### config.mk
export PLATFORM = sky130hd
export DESIGN_NAME = top_k_score_table
export DESIGN_NICKNAME = d
export VERILOG_FILES = /design/src/hdl/tkst_pkg.sv /design/src/hdl/tkst_store.sv /design/src/hdl/top_k_score_table.sv
export VERILOG_INCLUDE_DIRS = /design/src /design/src/hdl
export SDC_FILE = /design/constraint.sdc
export NUM_CORES = 2
export LEC_CHECK = 0
export BUFFER_PORTS_ARGS = -buffer_cell sky130_fd_sc_hd__buf_2
export CORE_UTILIZATION = 62
export CTS_CLUSTER_SIZE = 10
export DETAILED_ROUTE_END_ITERATION = 8
export PLACE_DENSITY = 0.8
export REMOVE_ABC_BUFFERS = 1
export SLEW_MARGIN = 20
export SYNTH_ARGS = -nofsm -noshare
export SYNTH_HDL_FRONTEND = slang
export SYNTH_HIERARCHICAL = 1
export SYNTH_MEMORY_MAX_BITS = 65536
export SYNTH_SLANG_ARGS = --single-unit
### constraint.sdc
create_clock -name clk -period 29 [get_ports clk]
set_input_delay 2.9 -clock clk [delete_from_list [all_inputs] [get_ports clk]]
set_output_delay 2.9 -clock clk [all_outputs]
set_load 0.05 [all_outputs]
### src/hdl/top_k_score_table_defines.svh
// Assertion macros for the score table RTL.
`ifndef TOP_K_SCORE_TABLE_DEFINES_SVH
`define TOP_K_SCORE_TABLE_DEFINES_SVH
`ifndef NO_ASSERTIONS
// A property checked at every clock edge outside reset.
`define TKST_ASSERT(lbl, prop, msg) \
  lbl: assert property (@(posedge clk) disable iff (!rst_n) (prop)) else $error(msg);
// A condition that must be followed by another in the next cycle.
`define TKST_ASSERT_NEXT(lbl, ante, cons, msg) \
  lbl: assert property (@(posedge clk) disable iff (!rst_n) (ante) |=> (cons)) else $error(msg);
`else
`define TKST_ASSERT(lbl, prop, msg)
`define TKST_ASSERT_NEXT(lbl, ante, cons, msg)
`endif
`endif

### src/hdl/tkst_pkg.sv
// Types, constants and the name clean-up function of the score table.
`default_nettype none
package tkst_pkg;

  localparam int SCORE_W           = 32;
  localparam int NAME_BYTES        = 32;
  localparam int NAME_W            = 256;
  localparam int DEF_TABLE_ENTRIES = 16;

  typedef enum logic {
    OP_INSERT = 1'b0,
    OP_READ   = 1'b1
  } op_t;

  typedef struct packed {
    logic signed [SCORE_W-1:0] score;
    logic [NAME_W-1:0]         name;
  } entry_t;

  // Copies bytes up to the first zero byte, keeping at most NAME_BYTES-1 of them.
  function automatic logic [NAME_W-1:0] clean_name(input logic [NAME_W-1:0] raw);
    logic [NAME_W-1:0] res;
    logic              ended;
    res   = '0;
    ended = 1'b0;
    for (int i = 0; i < NAME_W / 8; i++) begin
      if (i >= NAME_BYTES - 1 || raw[i*8 +: 8] == 8'h00) begin
        ended = 1'b1;
      end
      if (!ended) begin
        res[i*8 +: 8] = raw[i*8 +: 8];
      end
    end
    return res;
  endfunction

endpackage
`default_nettype wire

### src/hdl/tkst_store.sv
// Entry memory of the score table: one write port, one registered read port.
`default_nettype none
module tkst_store
  import tkst_pkg::*;
#(
  parameter  int DEPTH  = DEF_TABLE_ENTRIES,
  localparam int ADDR_W = $clog2(DEPTH)
) (
  input  logic              clk,
  input  logic              rd_en,
  input  logic [ADDR_W-1:0] rd_addr,
  output entry_t            rd_data,
  input  logic              wr_en,
  input  logic [ADDR_W-1:0] wr_addr,
  input  entry_t            wr_data
);

  entry_t mem [DEPTH];
  entry_t rd_data_r;

  always_ff @(posedge clk) begin
    if (wr_en) begin
      mem[wr_addr] <= wr_data;
    end
  end

  always_ff @(posedge clk) begin
    if (rd_en) begin
      rd_data_r <= mem[rd_addr];
    end
  end

  assign rd_data = rd_data_r;

endmodule
`default_nettype wire

### src/hdl/top_k_score_table.sv
// Top level of the sorted top-score table with its insert and read sequencer.
// The block keeps the best TABLE_ENTRIES scores in descending order, each with a
// name of up to 31 bytes. A transaction is accepted at a clock edge where start
// is high and busy is low; in_operation selects an insert of in_score with its
// name, or a read of the entry at in_entry_index.
// Every transaction yields exactly one result, shown on the out_ ports for one
// cycle while out_valid is high; the receiver cannot stall, so nothing is held.
// A read registers the memory word into the result in S_RDOUT. An insert walks
// upward from the bottom of the table, moving one entry down per cycle through
// the single read port of the entry memory, and then writes the new score into
// its place. On a full table a check against the bottom entry comes first, but
// that entry is then dropped rather than moved; a refused insert returns its
// result straight from the check. busy falls in the cycle that shows the
// result, so the next transaction may be accepted there. Reset empties the
// table by clearing the entry count; memory rows beyond the count are never
// returned.
`default_nettype none
`include "top_k_score_table_defines.svh"
module top_k_score_table
  import tkst_pkg::*;
#(
  parameter int TABLE_ENTRIES = DEF_TABLE_ENTRIES
) (
  input  logic                      clk,
  input  logic                      rst_n,
  input  logic                      start,
  output logic                      busy,
  input  logic                      in_operation,
  input  logic [3:0]                in_entry_index,
  input  logic signed [SCORE_W-1:0] in_score,
  input  logic [63:0]               in_name_word0,
  input  logic [63:0]               in_name_word1,
  input  logic [63:0]               in_name_word2,
  input  logic [63:0]               in_name_word3,
  output logic                      out_valid,
  output logic                      out_accepted,
  output logic [3:0]                out_placed_at,
  output logic [4:0]                out_entry_count,
  output logic                      out_entry_valid,
  output logic signed [SCORE_W-1:0] out_entry_score,
  output logic [63:0]               out_entry_name0,
  output logic [63:0]               out_entry_name1,
  output logic [63:0]               out_entry_name2,
  output logic [63:0]               out_entry_name3
);

  localparam int ADDR_W = $clog2(TABLE_ENTRIES);
  localparam int CNT_W  = $clog2(TABLE_ENTRIES + 1);
  localparam int CMP_W  = CNT_W + 4;
  localparam logic [ADDR_W-1:0] LAST_SLOT = ADDR_W'(TABLE_ENTRIES - 1);

  typedef enum logic [2:0] {
    S_IDLE,
    S_CHECK,
    S_WALK,
    S_PLACE,
    S_RDOUT
  } state_t;

  state_t                    state_r;
  logic [CNT_W-1:0]          count_r;
  logic [ADDR_W-1:0]         slot_r;
  logic [3:0]                idx_r;
  logic signed [SCORE_W-1:0] score_r;
  logic [NAME_W-1:0]         name_r;

  logic                      out_valid_r;
  logic                      out_accepted_r;
  logic [3:0]                out_placed_at_r;
  logic [4:0]                out_entry_count_r;
  logic                      out_entry_valid_r;
  entry_t                    out_entry_r;

  logic              rd_en;
  logic [ADDR_W-1:0] rd_addr;
  entry_t            rd_q;
  logic              wr_en;
  logic [ADDR_W-1:0] wr_addr;
  entry_t            wr_data;
  entry_t            new_entry;
  logic              table_full;
  logic              take;
  logic              shift;
  logic              rd_in_range;

  assign new_entry   = '{score: score_r, name: name_r};
  assign table_full  = (count_r == CNT_W'(TABLE_ENTRIES));
  // On a full table the new score must beat the bottom entry outright.
  assign take        = (score_r > rd_q.score);
  // The stored entry sinks one place when the new score is strictly above it,
  // which keeps equal scores in arrival order.
  assign shift       = (rd_q.score < score_r);
  assign rd_in_range = (CMP_W'(idx_r) < CMP_W'(count_r));

  // Memory port control. Reads are issued in the cycle before their use, and the
  // walk never reads the row that it writes in the same cycle.
  always_comb begin
    rd_en   = 1'b0;
    rd_addr = '0;
    wr_en   = 1'b0;
    wr_addr = slot_r;
    wr_data = new_entry;
    case (state_r)
      S_IDLE: begin
        if (start) begin
          rd_en = 1'b1;
          if (in_operation == OP_READ) begin
            rd_addr = ADDR_W'(in_entry_index);
          end else if (table_full) begin
            rd_addr = LAST_SLOT;
          end else begin
            rd_addr = ADDR_W'(count_r - 1'b1);
          end
        end
      end
      S_CHECK: begin
        rd_en   = take;
        rd_addr = ADDR_W'(LAST_SLOT - 1'b1);
      end
      S_WALK: begin
        wr_en = 1'b1;
        if (shift) begin
          wr_data = rd_q;
          if (slot_r != ADDR_W'(1)) begin
            rd_en   = 1'b1;
            rd_addr = ADDR_W'(slot_r - 2'd2);
          end
        end
      end
      S_PLACE: begin
        wr_en = 1'b1;
      end
      default: begin
        rd_en = 1'b0;
      end
    endcase
  end

  tkst_store #(
    .DEPTH(TABLE_ENTRIES)
  ) u_store (
    .clk    (clk),
    .rd_en  (rd_en),
    .rd_addr(rd_addr),
    .rd_data(rd_q),
    .wr_en  (wr_en),
    .wr_addr(wr_addr),
    .wr_data(wr_data)
  );

  // Sequencer with its registered result.
  always_ff @(posedge clk) begin
    if (!rst_n) begin
      state_r     <= S_IDLE;
      count_r     <= '0;
      out_valid_r <= 1'b0;
    end else begin
      out_valid_r <= 1'b0;
      case (state_r)
        S_IDLE: begin
          if (start) begin
            idx_r   <= in_entry_index;
            score_r <= in_score;
            name_r  <= clean_name({in_name_word3, in_name_word2,
                                   in_name_word1, in_name_word0});
            if (in_operation == OP_READ) begin
              state_r <= S_RDOUT;
            end else if (table_full) begin
              state_r <= S_CHECK;
            end else begin
              count_r <= count_r + 1'b1;
              slot_r  <= ADDR_W'(count_r);
              state_r <= (count_r == '0) ? S_PLACE : S_WALK;
            end
          end
        end
        S_CHECK: begin
          if (take) begin
            slot_r  <= LAST_SLOT;
            state_r <= S_WALK;
          end else begin
            out_valid_r       <= 1'b1;
            out_accepted_r    <= 1'b0;
            out_placed_at_r   <= '0;
            out_entry_count_r <= 5'(count_r);
            out_entry_valid_r <= 1'b0;
            out_entry_r       <= '0;
            state_r           <= S_IDLE;
          end
        end
        S_WALK: begin
          if (shift) begin
            slot_r  <= ADDR_W'(slot_r - 1'b1);
            state_r <= (slot_r == ADDR_W'(1)) ? S_PLACE : S_WALK;
          end else begin
            out_valid_r       <= 1'b1;
            out_accepted_r    <= 1'b1;
            out_placed_at_r   <= 4'(slot_r);
            out_entry_count_r <= 5'(count_r);
            out_entry_valid_r <= 1'b0;
            out_entry_r       <= '0;
            state_r           <= S_IDLE;
          end
        end
        S_PLACE: begin
          out_valid_r       <= 1'b1;
          out_accepted_r    <= 1'b1;
          out_placed_at_r   <= 4'(slot_r);
          out_entry_count_r <= 5'(count_r);
          out_entry_valid_r <= 1'b0;
          out_entry_r       <= '0;
          state_r           <= S_IDLE;
        end
        S_RDOUT: begin
          out_valid_r       <= 1'b1;
          out_accepted_r    <= 1'b0;
          out_placed_at_r   <= '0;
          out_entry_count_r <= 5'(count_r);
          out_entry_valid_r <= rd_in_range;
          out_entry_r       <= rd_in_range ? rd_q : '0;
          state_r           <= S_IDLE;
        end
        default: begin
          state_r <= S_IDLE;
        end
      endcase
    end
  end

  assign busy            = (state_r != S_IDLE);
  assign out_valid       = out_valid_r;
  assign out_accepted    = out_accepted_r;
  assign out_placed_at   = out_placed_at_r;
  assign out_entry_count = out_entry_count_r;
  assign out_entry_valid = out_entry_valid_r;
  assign out_entry_score = out_entry_r.score;
  assign out_entry_name0 = out_entry_r.name[63:0];
  assign out_entry_name1 = out_entry_r.name[127:64];
  assign out_entry_name2 = out_entry_r.name[191:128];
  assign out_entry_name3 = out_entry_r.name[255:192];

  `TKST_ASSERT(a_strobe_when_idle, out_valid_r |-> state_r == S_IDLE, "result shown while busy")
  `TKST_ASSERT(a_count_bound, count_r <= CNT_W'(TABLE_ENTRIES), "entry count beyond table size")
  `TKST_ASSERT(a_read_not_accepted, out_valid_r && out_entry_valid_r |-> !out_accepted_r, "read result marked accepted")
  `TKST_ASSERT_NEXT(a_start_busy, start && state_r == S_IDLE, state_r != S_IDLE, "accepted transaction left block idle")
  `TKST_ASSERT_NEXT(a_count_step, start && state_r == S_IDLE && in_operation == OP_INSERT && !table_full, count_r == $past(count_r) + 1'b1, "entry count not advanced on insert")

endmodule
`default_nettype wire
==> out/qor.txt <==
Status: finished, final reports clean
Core Util, Final: 0.700
Top_reg_cell synth: edfxtp_1
Distinct cell type count after synthesis: 57
Initial Utilization: 0.625
Top cells by area, synth: edfxtp_1 (79%), mux4_2 (11%), a22oi_1 (2.2%), mux2_4 (1.7%), and2_1 (1.3%)
Hold_buf cts: 0
Commonest non-fill, non-tap cell in the layout: edfxtp_1
Final Hold Viols: 0
Post_cts resized: 0
WS Path Type: reg -> reg
Final Worst Setup Slack: 19.36 ns
Root buffer cell: clkbuf_16
DRC: 0
Post-synth EDFFs: 5483
Pleak: 76.3 nW
Crit path arrival time: 10.43 ns
I/O Pins: 597
Least-Margin Pin Slew: 1.21 ns
RSZ-0062 raised after global routing: no
DRT antenna net count: 0
H-tree depth: 6
Max IR drop VDD: 0.0677 mV
Top cell type's share of synthesized area: 0.789
Crit path time final: 9.64 ns
Endpoint type of the worst setup path: flip-flop
Largest net degree at the start of global routing: 136
First-pass DRT Iterations: 6
Die span in y: 582 um
Yosys top cell by area: edfxtp_1
Vias per cell: 7.18
Fin crit share: 0.332
Num CTS Buffers: 623
Average detailed-routed wire length per instance: 38.2 um
Initial antenna violation count: 50
CTS tree: built
Syn Area/Cell: 22.3 sq um
PD cells: 78.1 nW/um^2
Clock Latency Late Sink: 1.06 ns
Register clock-pin slew on the reported worst setup and hold paths: 0.05 ns
Yosys Warn Count: 6
Share of layout cells above drive strength 1: 0.278
Required time of the critical path: 29.79 ns
Number of max-cap violations: 0
CP Launch Type: flip-flop
Setup Slack @ Placement: 18.94 ns
GRT Overall Usage: 0.332
Synth Instances: 9373
Max Clk Rate: 104 MHz
Die X: 582 um
Clock Path Buffers: 4
Site Rows: 212
Total gr overflow: 0
PortBufs: 588
Postcts setup bufs: 0
Final wirelength: 566 mm
Max-Slew Margin vs Limit: 0.191
Final setup vio count: 0
Mapped cell area: 209000 sq um
Placed wire-length estimate: 280 mm
DIE AREA: 339000 sq um
Placer Congestion: 0.829
Setup TNS: 0 ns
First-pass GRT wire length: 791 mm
Commonest cells after routing, fill and taps aside: edfxtp_1 (5483), mux4_2 (1064), clkbuf_16 (626)
Sequential-to-total area share from yosys stat: 0.790
Total number of vias: 106000
Fin. max-slew vios: 0
Final Skew: 0.0700 ns
Area delta synth->final: 12.1%
Initial detailed-routing violation count: 17200
Core area: 334000 sq um
Vias in the first global route: 110000
FF+latch count, synth: 5492
Clock sink count: 5492
FFs w/ async S/R, synth: 0
Filler cell count: 18500
Critical path peak fanout: 96
Tightest Hold Check Type: reg -> reg
Layout net count: 10600
-- power breakdown --
group	switching [mW]	internal (mW)	leakage, nW
logic	1.33	0.766	18.0
registers	0.141	9.15	50.1
clock network	3.01	3.87	8.26
-- final timing paths --
kind                             start                   to  slack (ns)  cells past startpoint
hold / removal    u_store/rd_data[198]   out_entry_name3[6]        0.55                      1
setup / recovery  u_store/rd_data[277]  u_store/rd_data[36]       19.36                     18
hold reg to reg   u_store/rd_data[198]   out_entry_name3[6]        0.55                      1
setup reg to reg  u_store/rd_data[277]  u_store/rd_data[36]       19.36                     18
-- layout make-up --
| class | count | area (sq um) | share of cell area |
|---|---|---|---|
| sequential | 5492 | 165000 | 0.704 |
| multi-input combinational | 3333 | 41700 | 0.178 |
| clock buffer | 659 | 15800 | 0.0675 |
| tap | 4387 | 5490 | 0.0235 |
| timing repair buffer | 798 | 4880 | 0.0208 |
| clock inverter | 63 | 1160 | 0.00494 |
| inverter | 44 | 165 | 0.000706 |
| antenna | 21 | 52.6 | 0.000225 |
-- registers in the layout, indices dropped and copies added (netlist names), 5 cells and up --
| register | flops |
|---|---|
| u_store/mem | 4608 |
| u_store/rd_data | 288 |
| out_entry_score | 32 |
| name_r | 248 |
| out_entry_name1 | 64 |
| out_entry_name3 | 64 |
| score_r | 32 |
| out_entry_name0 | 64 |
| out_entry_name2 | 64 |
| out_entry_count | 5 |
| count_r | 5 |
-- logic make-up (layout without fill, tap and decap cells) --
group           Yosys count  after routing  share of synthesized area
simple gates           1067           1067                     0.0275
buf+inv                 548           1564                     0.0126
xor+xnor                  9              9                   0.000378
mux                    1529           1529                      0.143
flops                  5492           5492                      0.790
fa+ha+maj                40             40                    0.00240
other cells               0             21                          0
compound gates          688            688                     0.0244
-- metal layers --
layer  global-route usage  part of all wire  routed length (um)
met1                0.439              0.33              189000
met2                0.529              0.48              272000
met3               0.0738              0.13               73100
met4                0.166             0.055               31200
met5                    0           0.00025                 143
-- worst max-delay path: stages (launching register included) --
cell,delay [ns]
edfxtp_1,0.47
ha_1,0.34
a211oi_1,0.25
o211ai_1,0.12
o221ai_1,0.43
nand2_1,0.19
o31ai_4,0.28
buf_4,0.43
nand2_8,0.53
o32ai_4,0.44
buf_4,0.77
buf_12,0.63
buf_4,0.90
buf_12,0.53
buf_6,0.69
buf_4,0.72
mux4_2,0.64
a22oi_1,0.21
nand2_1,0.09
-- synthesized netlist by cell type (all sizes together), types with 44 or more instances --
master	instances
edfxtp	5483
mux4	1064
a22oi	615
and2	437
nand2	326
buf	289
mux2	280
clkbuf	215
mux2i	185
and3	121
nor4	54
nand3	50
inv	44
-- through the flow --
step	total power [mW]	hold WS, ns	instance area, sq um	std cells
2_1_floorplan	15.1	0.474	206000	8869
3_3_place_gp	11.4	0.538	217000	14100
3_5_place_dp	11.5	0.534	217000	14100
4_1_cts	18.3	0.549	234000	14800
5_1_grt	18.7	0.558	234000	14800
6_report	18.3	0.549	234000	14800
Note: power is estimated with default switching activity, not from simulation.
